===== src/rtl/rarm_pkg.sv =====
// ----------------------------------------------------------------------------
// rarm_pkg
// Shared constants and controller/datapath interface types for the rational
// add/multiply/reduce unit.
// ----------------------------------------------------------------------------
package rarm_pkg;

	localparam int OPERAND_WIDTH_DEF = 16;

	localparam int REG_IDX_W = 1;
	localparam logic [REG_IDX_W-1:0] REG_NUM = 1'b0;
	localparam logic [REG_IDX_W-1:0] REG_DEN = 1'b1;

	localparam logic CMD_ADD = 1'b0;
	localparam logic CMD_MUL = 1'b1;

	typedef enum logic [1:0] {
		MUL_DEN,
		MUL_P1,
		MUL_P2
	} mul_sel_t;

	typedef struct packed {
		logic     load;
		logic     mul_en;
		mul_sel_t mul_sel;
		logic     sum;
		logic     gcd_step;
		logic     div_init;
		logic     div_step;
		logic     out_load;
	} rarm_cmd_t;

	typedef struct packed {
		logic den_zero;
		logic is_add;
		logic num_zero;
		logic gcd_done;
		logic div_done;
		logic out_full;
	} rarm_sts_t;

endpackage


===== src/rtl/rarm_ctrl.sv =====
// ----------------------------------------------------------------------------
// rarm_ctrl
// Sequencer: operand capture, two or three products (three for add), sum,
// binary GCD loop, dual division loop and result write.
// ----------------------------------------------------------------------------
module rarm_ctrl (
	input  logic                clk,
	input  logic                arst_n,
	input  logic                in_valid,
	output logic                in_ready,
	input  rarm_pkg::rarm_sts_t sts,
	output rarm_pkg::rarm_cmd_t cmd
);

	typedef enum logic [2:0] {
		IDLE,
		MUL_D,
		MUL_A,
		MUL_B,
		SUM,
		GCD,
		DIV,
		WRITE
	} state_t;

	state_t state_q;

	assign in_ready = (state_q == IDLE);

	always_comb begin
		cmd = '0;
		cmd.mul_sel = rarm_pkg::MUL_DEN;
		unique case (state_q)
			IDLE: begin
				cmd.load = in_valid;
			end
			MUL_D: begin
				cmd.mul_en  = 1'b1;
				cmd.mul_sel = rarm_pkg::MUL_DEN;
			end
			MUL_A: begin
				cmd.mul_en  = 1'b1;
				cmd.mul_sel = rarm_pkg::MUL_P1;
			end
			MUL_B: begin
				cmd.mul_en  = 1'b1;
				cmd.mul_sel = rarm_pkg::MUL_P2;
			end
			SUM: begin
				cmd.sum = 1'b1;
			end
			GCD: begin
				if (!sts.num_zero) begin
					cmd.div_init = sts.gcd_done;
					cmd.gcd_step = !sts.gcd_done;
				end
			end
			DIV: begin
				cmd.div_step = !sts.div_done;
			end
			WRITE: begin
				cmd.out_load = !sts.out_full;
			end
			default: ;
		endcase
	end

	always_ff @(posedge clk or negedge arst_n) begin
		if (!arst_n) begin
			state_q <= IDLE;
		end else begin
			unique case (state_q)
				IDLE: begin
					if (in_valid) state_q <= MUL_D;
				end
				MUL_D: begin
					state_q <= sts.den_zero ? WRITE : MUL_A;
				end
				MUL_A: begin
					state_q <= sts.is_add ? MUL_B : SUM;
				end
				MUL_B: begin
					state_q <= SUM;
				end
				SUM: begin
					state_q <= GCD;
				end
				GCD: begin
					if (sts.num_zero) state_q <= WRITE;
					else if (sts.gcd_done) state_q <= DIV;
				end
				DIV: begin
					if (sts.div_done) state_q <= WRITE;
				end
				WRITE: begin
					if (!sts.out_full) state_q <= IDLE;
				end
				default: state_q <= IDLE;
			endcase
		end
	end

endmodule


===== src/rtl/rarm_dp.sv =====
// ----------------------------------------------------------------------------
// rarm_dp
// Datapath: shared multiplier, sum and magnitude, binary GCD, two restoring
// dividers run side by side, and the output register.
// ----------------------------------------------------------------------------
module rarm_dp #(
	parameter int OPERAND_WIDTH = rarm_pkg::OPERAND_WIDTH_DEF
) (
	input  logic                            clk,
	input  logic                            arst_n,
	input  rarm_pkg::rarm_cmd_t             cmd,
	output rarm_pkg::rarm_sts_t             sts,
	input  logic                            command,
	input  logic signed [OPERAND_WIDTH-1:0] operand_numerator,
	input  logic        [OPERAND_WIDTH-1:0] operand_denominator,
	input  logic signed [OPERAND_WIDTH-1:0] stored_num,
	input  logic        [OPERAND_WIDTH-1:0] stored_den,
	output logic                            out_valid,
	input  logic                            out_ready,
	output logic signed [2*OPERAND_WIDTH:0] result_numerator,
	output logic      [2*OPERAND_WIDTH-1:0] result_denominator,
	output logic                            error_flag
);

	localparam int W   = OPERAND_WIDTH;
	localparam int RW  = 2 * W;
	localparam int KW  = $clog2(RW);
	localparam int CW  = $clog2(RW + 1);

	logic                cmd_q;
	logic signed [W-1:0] on_q;
	logic        [W-1:0] od_q;

	logic signed [W:0]    mul_a, mul_b;
	logic signed [2*W+1:0] prod;

	logic        [RW-1:0] den_q;
	logic signed [RW:0]   p1_q, p2_q;
	logic signed [RW:0]   sum_v;
	logic        [RW-1:0] mag_q;
	logic                 neg_q;

	logic [RW-1:0] ga_q, gb_q;
	logic [KW-1:0] gk_q;
	logic [RW:0]   gdiff;

	logic [RW-1:0] dv_q, qa_q, qb_q, ra_q, rb_q;
	logic [CW-1:0] cnt_q;
	logic [RW:0]   ea, eb, ta, tb;

	logic out_valid_q;

	// shared multiplier, operands extended by one bit so all products are signed
	always_comb begin
		case (cmd.mul_sel)
			rarm_pkg::MUL_DEN: begin
				mul_a = {1'b0, od_q};
				mul_b = {1'b0, stored_den};
			end
			rarm_pkg::MUL_P1: begin
				mul_a = {on_q[W-1], on_q};
				mul_b = (cmd_q == rarm_pkg::CMD_ADD) ? {1'b0, stored_den}
					: {stored_num[W-1], stored_num};
			end
			rarm_pkg::MUL_P2: begin
				mul_a = {stored_num[W-1], stored_num};
				mul_b = {1'b0, od_q};
			end
			default: begin
				mul_a = '0;
				mul_b = '0;
			end
		endcase
	end

	assign prod  = mul_a * mul_b;
	assign sum_v = p1_q + p2_q;
	assign gdiff = {1'b0, ga_q} - {1'b0, gb_q};

	assign ea = {ra_q, qa_q[RW-1]};
	assign eb = {rb_q, qb_q[RW-1]};
	assign ta = ea - {1'b0, dv_q};
	assign tb = eb - {1'b0, dv_q};

	always_ff @(posedge clk) begin
		if (cmd.load) begin
			cmd_q <= command;
			on_q  <= operand_numerator;
			od_q  <= operand_denominator;
			p2_q  <= '0;
		end
		if (cmd.mul_en) begin
			case (cmd.mul_sel)
				rarm_pkg::MUL_DEN: den_q <= prod[RW-1:0];
				rarm_pkg::MUL_P1:  p1_q  <= prod[RW:0];
				rarm_pkg::MUL_P2:  p2_q  <= prod[RW:0];
				default: ;
			endcase
		end
		if (cmd.sum) begin
			neg_q <= sum_v[RW];
			mag_q <= sum_v[RW] ? RW'(-sum_v) : sum_v[RW-1:0];
			ga_q  <= sum_v[RW] ? RW'(-sum_v) : sum_v[RW-1:0];
			gb_q  <= den_q;
			gk_q  <= '0;
		end
		if (cmd.gcd_step) begin
			if (!ga_q[0] && !gb_q[0]) begin
				ga_q <= ga_q >> 1;
				gb_q <= gb_q >> 1;
				gk_q <= gk_q + KW'(1);
			end else if (!ga_q[0]) begin
				ga_q <= ga_q >> 1;
			end else if (!gb_q[0]) begin
				gb_q <= gb_q >> 1;
			end else if (gdiff[RW]) begin
				gb_q <= RW'(-gdiff);
			end else begin
				ga_q <= gdiff[RW-1:0];
			end
		end
		if (cmd.div_init) begin
			dv_q <= ga_q << gk_q;
			qa_q <= mag_q;
			qb_q <= den_q;
			ra_q <= '0;
			rb_q <= '0;
		end
		if (cmd.div_step) begin
			ra_q <= ta[RW] ? ea[RW-1:0] : ta[RW-1:0];
			rb_q <= tb[RW] ? eb[RW-1:0] : tb[RW-1:0];
			qa_q <= {qa_q[RW-2:0], !ta[RW]};
			qb_q <= {qb_q[RW-2:0], !tb[RW]};
		end
		if (cmd.out_load) begin
			if (sts.den_zero) begin
				result_numerator   <= '0;
				result_denominator <= '0;
				error_flag         <= 1'b1;
			end else if (sts.num_zero) begin
				result_numerator   <= '0;
				result_denominator <= RW'(1);
				error_flag         <= 1'b0;
			end else begin
				result_numerator   <= neg_q ? -$signed({1'b0, qa_q}) : $signed({1'b0, qa_q});
				result_denominator <= qb_q;
				error_flag         <= 1'b0;
			end
		end
	end

	always_ff @(posedge clk or negedge arst_n) begin
		if (!arst_n) begin
			cnt_q       <= '0;
			out_valid_q <= 1'b0;
		end else begin
			if (cmd.div_init) cnt_q <= CW'(RW);
			else if (cmd.div_step) cnt_q <= cnt_q - CW'(1);
			if (cmd.out_load) out_valid_q <= 1'b1;
			else if (out_ready) out_valid_q <= 1'b0;
		end
	end

	assign out_valid = out_valid_q;

	always_comb begin
		sts.den_zero = (od_q == '0) || (stored_den == '0);
		sts.is_add   = (cmd_q == rarm_pkg::CMD_ADD);
		sts.num_zero = (mag_q == '0);
		sts.gcd_done = (ga_q == gb_q);
		sts.div_done = (cnt_q == '0);
		sts.out_full = out_valid_q && !out_ready;
	end

endmodule


===== src/rtl/rational_add_multiply_reduce_unit.sv =====
// ----------------------------------------------------------------------------
// rational_add_multiply_reduce_unit
// Adds an operand fraction to, or multiplies it by, the stored fraction and
// returns the result reduced to lowest terms.
// ----------------------------------------------------------------------------
// One item is processed at a time; a finished result sits in the output
// register so the next item can be taken while it waits. With W the operand
// width, the binary GCD loop does one shift or subtract per cycle, and the
// 2W-step division divides numerator and denominator side by side. A zero
// denominator returns 0/0 with error_flag set; a zero result returns 0/1.
module rational_add_multiply_reduce_unit #(
	parameter int OPERAND_WIDTH = rarm_pkg::OPERAND_WIDTH_DEF
) (
	input  logic                                clk,
	input  logic                                arst_n,
	input  logic                                cfg_write,
	input  logic [rarm_pkg::REG_IDX_W-1:0]      cfg_index,
	input  logic [OPERAND_WIDTH-1:0]            cfg_data,
	input  logic                                in_valid,
	output logic                                in_ready,
	input  logic                                command,
	input  logic signed [OPERAND_WIDTH-1:0]     operand_numerator,
	input  logic        [OPERAND_WIDTH-1:0]     operand_denominator,
	output logic                                out_valid,
	input  logic                                out_ready,
	output logic signed [2*OPERAND_WIDTH:0]     result_numerator,
	output logic        [2*OPERAND_WIDTH-1:0]   result_denominator,
	output logic                                error_flag
);

	logic signed [OPERAND_WIDTH-1:0] stored_num_q;
	logic        [OPERAND_WIDTH-1:0] stored_den_q;

	rarm_pkg::rarm_cmd_t cmd;
	rarm_pkg::rarm_sts_t sts;

	always_ff @(posedge clk or negedge arst_n) begin
		if (!arst_n) begin
			stored_num_q <= '0;
			stored_den_q <= OPERAND_WIDTH'(1);
		end else if (cfg_write) begin
			unique case (cfg_index)
				rarm_pkg::REG_NUM: stored_num_q <= cfg_data;
				rarm_pkg::REG_DEN: stored_den_q <= cfg_data;
				default: ;
			endcase
		end
	end

	rarm_ctrl u_ctrl (
		.clk      (clk),
		.arst_n   (arst_n),
		.in_valid (in_valid),
		.in_ready (in_ready),
		.sts      (sts),
		.cmd      (cmd)
	);

	rarm_dp #(
		.OPERAND_WIDTH (OPERAND_WIDTH)
	) u_dp (
		.clk                 (clk),
		.arst_n              (arst_n),
		.cmd                 (cmd),
		.sts                 (sts),
		.command             (command),
		.operand_numerator   (operand_numerator),
		.operand_denominator (operand_denominator),
		.stored_num          (stored_num_q),
		.stored_den          (stored_den_q),
		.out_valid           (out_valid),
		.out_ready           (out_ready),
		.result_numerator    (result_numerator),
		.result_denominator  (result_denominator),
		.error_flag          (error_flag)
	);

endmodule


===== config.mk =====
export PLATFORM = sky130hd
export DESIGN_NAME = rational_add_multiply_reduce_unit
export DESIGN_NICKNAME = d
export VERILOG_FILES = /design/src/rtl/rarm_pkg.sv /design/src/rtl/rarm_ctrl.sv /design/src/rtl/rarm_dp.sv /design/src/rtl/rational_add_multiply_reduce_unit.sv
export SDC_FILE = /design/constraint.sdc
export NUM_CORES = 2
export LEC_CHECK = 0
export BUFFER_PORTS_ARGS = -buffer_cell sky130_fd_sc_hd__buf_2
export CAP_MARGIN = 20
export CORE_UTILIZATION = 45
export CTS_CLUSTER_DIAMETER = 150
export DETAILED_ROUTE_END_ITERATION = 8
export GPL_TIMING_DRIVEN = 0
export HOLD_SLACK_MARGIN = 0.02
export PLACE_DENSITY = 0.7
export SLEW_MARGIN = 20
export SYNTH_ARGS = -nofsm -noshare
export SYNTH_HDL_FRONTEND = slang
export SYNTH_SLANG_ARGS = --single-unit

===== constraint.sdc =====
create_clock -name clk -period 12.4 [get_ports clk]
set_clock_uncertainty 0.15 [all_clocks]
set_input_delay 1.86 -clock clk [delete_from_list [all_inputs] [get_ports clk]]
set_output_delay 1.86 -clock clk [all_outputs]
set_load 0.01 [all_outputs]

### Yosys cells after proc, flatten, opt, wreduce, memory -nomap -nowiden

Cells that the tools add are included.

* output and inout port bits: 68
* bits of input ports: 55
* word-level logic and storage cells: 132
* flip-flop bits (word level): 501

* shift operators: 1
* mux-type cells: 53
* reductions and logical operators: 26
* equal/unequal tests: 14
* multiply operators: 1
* add/sub/neg operators: 9
* bitwise logic cells: 2

Operators with widths (number)
* $mux W32: 23
* $pmux W17 S3: 2
* $mux W33: 3
* $sub A33 B32 Y33: 2
* $neg A32 Y32: 2
* $add A33 B33 Y33: 1
* $mul A17 B17 Y33: 1
* $neg A32 Y33: 1
* $sub A32 B32 Y33: 1
* $eq A32 B32 Y1: 1
* $logic_not A16 Y1: 2
* $logic_not A32 Y1: 1
* $shl A32 B5 Y32: 1
* $pmux W3 S8: 1
* $mux W3: 7
* $mux W17: 1
* $mux W5: 3
* $eq A3 B3 Y1 const B: 4
* $mux W6: 2
* $pmux W3 S3: 1
* $logic_not A1 Y1: 8
* $mux W1: 8
* $reduce_and A2 Y1: 4
* $eq A3 B2 Y1 const B: 2
* 19 further kinds: 24

### Logic depth before layout (Yosys ltp)

* word-level depth: 9
* depth in mapped cells: 35
* depth with buffers taken out: 31

### Cells and area by module

A second synthesis with hierarchy kept.

* cells, all modules: 4314
* area total of the unflattened synthesis: 41617.4 um^2

By module, submodules not included
* rarm_dp: cells an instance 4206, area each 40069.7 um^2, seq. area each 12937.4 um^2, times used 1
* rational_add_multiply_reduce_unit: cells an instance 69, area each 1253.7 um^2, seq. area each 802.0 um^2, times used 1
* rarm_ctrl: cells an instance 39, area each 294.0 um^2, seq. area each 75.1 um^2, times used 1

### Worst setup path before layout

OpenSTA, ideal clock, no wires.

* path kind: register to register
* start point: reg u_dp.gb_q[0]
* end point: reg u_dp.qa_q[0], enable pin
* stages on the path, launching flop included: 10
* arrival time: 10681 ps
* setup time: 792 ps
* buffers on the path: 2
* setup slack: 777 ps
* period minus slack after synthesis: 11623 ps
* required time: 11458 ps
* cell sequence: dfxtp_1 > inv_1 > clkbuf_1 > clkbuf_1 > ha_1 > inv_1 > nand4_1 > nor2_1 > nand4_1 > o21ai_0

* longest elaborated chain between the ends: 4

RTL lines
* start, declared: line rarm_dp.sv:43 `logic [RW-1:0] ga_q, gb_q;`
* start signal, assigned: line rarm_dp.sv:104 `gb_q <= den_q;`
* start signal, assigned: line rarm_dp.sv:110 `gb_q <= gb_q >> 1;`
* start signal, assigned: line rarm_dp.sv:115 `gb_q <= gb_q >> 1;`
* $eq A32 B32 Y1: line rarm_dp.sv:170 `sts.gcd_done = (ga_q == gb_q);`
* $mux W2: line rarm_ctrl.sv:53 `if (!sts.num_zero) begin`
* $mux W2: line rarm_ctrl.sv:33 `unique case (state_q)`
* $reduce_bool A2 Y1 (no source line)
* end signal, assigned: line rarm_dp.sv:124 `qa_q <= mag_q;`
* end signal, assigned: line rarm_dp.sv:132 `qa_q <= {qa_q[RW-2:0], !ta[RW]};`
* end, declared: line rarm_dp.sv:47 `logic [RW-1:0] dv_q, qa_q, qb_q, ra_q, rb_q;`

Every way passes these cells.
A chain may end at the register's enable or synchronous reset.

### Worst setup path after layout

* start point: reg u_ctrl.state_q[2]
* end point: reg u_dp.p2_q[31]

* longest elaborated chain between the ends: 7
* elaborated cells between the ends (all ways): 15
* classes of those cells: 1 x mul; 5 x eq/ne; 7 x mux; 2 x reduce/logical

RTL lines
* start, declared: line rarm_ctrl.sv:26 `state_t state_q;`
* start signal, assigned: line rarm_ctrl.sv:77 `state_q <= sts.den_zero ? WRITE : MUL_A;`
* start signal, assigned: line rarm_ctrl.sv:80 `state_q <= sts.is_add ? MUL_B : SUM;`
* $eq A3 B2 Y1 / $eq A3 B1 Y1 (equally long branches): line rarm_ctrl.sv:33
* $pmux W3 S3 (*): line rarm_ctrl.sv:33
* $eq A2 B2 Y1, or another cell as far along: line rarm_dp.sv:55 `case (cmd.mul_sel)`
* $pmux W17 S3: line rarm_dp.sv:55
* $mul A17 B17 Y33 (*): line rarm_dp.sv:76 `assign prod = mul_a * mul_b;`
* net u_dp.prod[31]: line rarm_dp.sv:35 `logic signed [2*W+1:0] prod;`
* $mux W33 (*): line rarm_dp.sv:93 `case (cmd.mul_sel)`
* $mux W33 (*): line rarm_dp.sv:92 `if (cmd.mul_en) begin`
* end signal, assigned: line rarm_dp.sv:96 `rarm_pkg::MUL_P2: p2_q <= prod[RW:0];`
* end, declared: line rarm_dp.sv:38 `logic signed [RW:0] p1_q, p2_q;`

The timed path passes the listed nets; every way through them passes the cells marked *.

==> flow_summary.ini <==
[status]
run_status = complete, no violations

[floorplanning]
core_area_mm2 = 0.0906
io_pins = 123
initial_core_util_pct = 45.7
rows = 110
fp.dieH_um = 305
fp.dieW_um = 305
dieArea_mm2 = 0.0933

[hold_path]
worstHoldPathCells = 2
hold_class = reg2reg
min_to = u_dp.p2_q[19]$_DFF_P_
hold_start = u_dp.p2_q[19]$_DFF_P_

[global_route]
grt_pass1_vias = 34100
grt_overflow = 0
antenna_found_initial = 2
grt_start_max_net_pins = 43
globalRouteTotalUtil_pct = 27.4
grt_pass1_wl_um = 198000

[critical_path]
worstSetupStartpoint = u_ctrl.state_q[2]$_DFFE_PN0P_
cp_slowest_cell = a21oi_1
cp.required_ps = 12790
cp-start-kind = flop
cp-end-kind = flop
path_max_fanout = 21
rr_worst_depth = 33
rr_startpoint = u_ctrl.state_q[2]$_DFFE_PN0P_
cp.arrival_ps = 11190
r2r_slack_ps = 1600
critPathMostFrequentCell = fa_1
worstSetupPathType = reg2reg
max_stage_delay_ps = 840
r2r_end = u_dp.p2_q[31]$_DFF_P_

[cts]
cts_buffer_depth = 3
post_cts_buffers = 0
cts_tree = yes
clock_latency_ps = 690
clock-root-buffer = clkbuf_16
postCtsHoldBufs = 0
cts_resized = 0
numCtsBuffers = 58
path_clk_slew_ps = 60
htreeDepth = 2
cts.sinks = 501

[yosys]
netlist_area_mm2 = 0.0414
seq_area_frac_synth_pct = 33.4
synth.distinct_cells = 97
yosysWarnings = 0
syn_avg_cell_area_um2 = 9.21
synth_edf_count = 357
synthArstFlopShare_pct = 8.38
yosys_most_used_dff = edfxtp_1
ys_ff_latch = 501
mappedNetlistNets = 5064
netlist_instances = 4497

[sta]
setup-violations-final = 0
post-route-period-util_pct = 87.1
tightest_slew_ps = 1180
hold_viol = 0
fmax_ghz = 0.0926
drv_slew = 0
grt_setup_unrepaired = no
slew_headroom_pct = 20.3
min_period_ps = 10800

[run]
timing.max_cap.violations = 0

[detailed_routing]
ant_nets = 0
wl_um = 129000
drt_iter0_drc = 3420
num_vias = 34800
viasPerCell = 5.89
drc = 0
dr.pass1.iters = 9
wl_per_cell_um = 21.8

[layout]
drive_above_1_share_pct = 7.36
final_cell_area_mm2 = 0.0458
final_nets = 5260
num_antenna_cells = 0
syn_to_final_growth_pct = 10.7

[placed_design]
placed_area_mm2 = 0.0439
io_buffer_count = 122
gp_congestion = 1.04
dp_hpwl_um = 103000
## cells in the final DEF (no fill, tap or decap), types with 20 or more instances in the layout
| master | n |
|---|---|
| dfrtp_1 | 41 |
| inv_1 | 421 |
| clkbuf_16 | 59 |
| a21o_1 | 70 |
| o31ai_1 | 23 |
| nor3_1 | 67 |
| o211ai_1 | 30 |
| or3_1 | 23 |
| dfxtp_1 | 102 |
| nor2_1 | 453 |
| a31oi_1 | 22 |
| a21oi_1 | 237 |
| buf_2 | 136 |
| nand2_1 | 620 |
| nand2b_1 | 29 |
| nand3_1 | 115 |
| a221o_1 | 20 |
| ha_1 | 218 |
| edfxtp_1 | 357 |
| fa_1 | 294 |
| a211oi_1 | 43 |
| nand4_1 | 25 |
| o21ai_0 | 195 |
| buf_1 | 33 |
| mux2i_1 | 82 |
| xnor2_1 | 122 |
| o21a_1 | 62 |
| and2_1 | 45 |
| nor2b_1 | 32 |
| xor2_1 | 96 |
| mux2_2 | 42 |
| clkbuf_1 | 166 |
| nor4_1 | 31 |
| and3_1 | 33 |
## critical path: cells and delay by family (launching register included)
family	cells	cell delay (ps)
compound gates	11	3440
fa+ha+maj	7	3360
buf+inv	9	1750
simple gates	5	1470
flops	1	360
xor+xnor	1	140
## Yosys cell counts (12+ instances only)
master	count	area share, %
nand2_1	620	5.6
nor2_1	457	4.1
inv_1	422	3.8
edfxtp_1	357	26
fa_1	294	14
a21oi_1	237	2.9
ha_1	218	6.6
o21ai_0	196	2.4
clkbuf_1	161	1.5
xnor2_1	122	2.6
nand3_1	115	1.4
dfxtp_1	102	4.9
xor2_1	96	2.0
mux2i_1	82	2.0
a21o_1	70	1.3
nor3_1	67	0.81
o21a_1	62	1.1
and2_1	45	0.68
a211oi_1	43	0.78
mux2_2	42	1.1
dfrtp_1	41	2.5
buf_1	34	0.31
and3_1	33	0.50
nor2b_1	32	0.48
nor4_1	31	0.47
o211ai_1	30	0.54
nand2b_1	29	0.44
nand4_1	25	0.38
o31ai_1	23	0.42
or3_1	23	0.35
a31oi_1	22	0.33
a221o_1	20	0.48
a221oi_1	19	0.40
o21ai_1	19	0.23
o21bai_1	19	0.34
or2_2	19	0.29
a211o_1	18	0.38
o22ai_1	18	0.27
a22o_1	14	0.30
a22oi_1	13	0.24
buf_2	12	0.15
## per-stage QoR
step | setup WS (ps) | cells | TNS (ps) | hold slack [ps] | utilization (%)
2_1_floorplan | 777 | 4497 | 0 | 283 | -
3_3_place_gp | -5130 | 5795 | -652820 | 300 | 48.0
3_5_place_dp | 1830 | 5809 | 0 | 306 | 48.4
4_1_cts | 1820 | 5918 | 0 | 320 | 50.6
5_1_grt | 979 | 5918 | 0 | 334 | 50.6
6_report | 1600 | 5918 | 0 | 316 | 50.6
## sequential cells by signal (all words and copies together), names as in the netlist, 32 cells and up
name and count:
u_dp.den_q 32, u_dp.dv_q 32, u_dp.ga_q 32, u_dp.gb_q 32, u_dp.mag_q 32, u_dp.p1_q 33, u_dp.p2_q 33, u_dp.qa_q 32
u_dp.qb_q 32, u_dp.ra_q 32, u_dp.rb_q 32, u_dp.result_denominator 32, u_dp.result_numerator 33
## routing by layer
layer  vias to the layer above  share of wire [%]  global-route usage [%]  wire (um)
li1                      16000                  -                       -          -
met1                     16800                 40                    34.5      50900
met2                      1604                 46                    44.5      59100
met3                       420                8.2                    5.24      10600
met4                         2                6.3                    15.0       8080
met5                         -              0.010                       0         13
## cells by family (layout without fill, tap and decap cells)
kind of cell	after synthesis	in the layout	synth area share [%]
buf+inv	633	878	5.77
mux	132	132	3.56
flops	501	501	33.4
compound gates	953	953	15.2
fa+ha+maj	512	512	20.8
simple gates	1547	1547	16.6
xor+xnor	219	219	4.65
## final cells by class
class | instances | area (um2)
clock inverter | 41 | 438
timing repair buffer | 136 | 923
sequential | 501 | 13800
inverter | 426 | 1600
fill | 8416 | 44700
buffer | 207 | 795
tap | 1176 | 1470
clock buffer | 68 | 1540
multi-input combinational | 3363 | 25300
## worst max-delay path by stage
| stage | endpoint | slack [ps] | depth (start not counted) |
|---|---|---|---|
| 3_5_place_dp | u_dp.p2_q[31]$_DFF_P_ | 1830 | 30 |
| 6_report | u_dp.p2_q[31]$_DFF_P_ | 1600 | 33 |
| 5_1_grt | u_dp.p2_q[31]$_DFF_P_ | 980 | 30 |
| 3_3_place_gp | u_dp.qb_q[15]$_DFFE_PP_ | -5130 | 9 |
| 2_1_floorplan | u_dp.qa_q[0]$_DFFE_PP_ | 780 | 9 |
| 4_1_cts | u_dp.p2_q[31]$_DFF_P_ | 1820 | 30 |
Power is left out: the tool's default activity adds up to more than one toggle a clock period on the data nets, which glitch-free logic cannot reach.
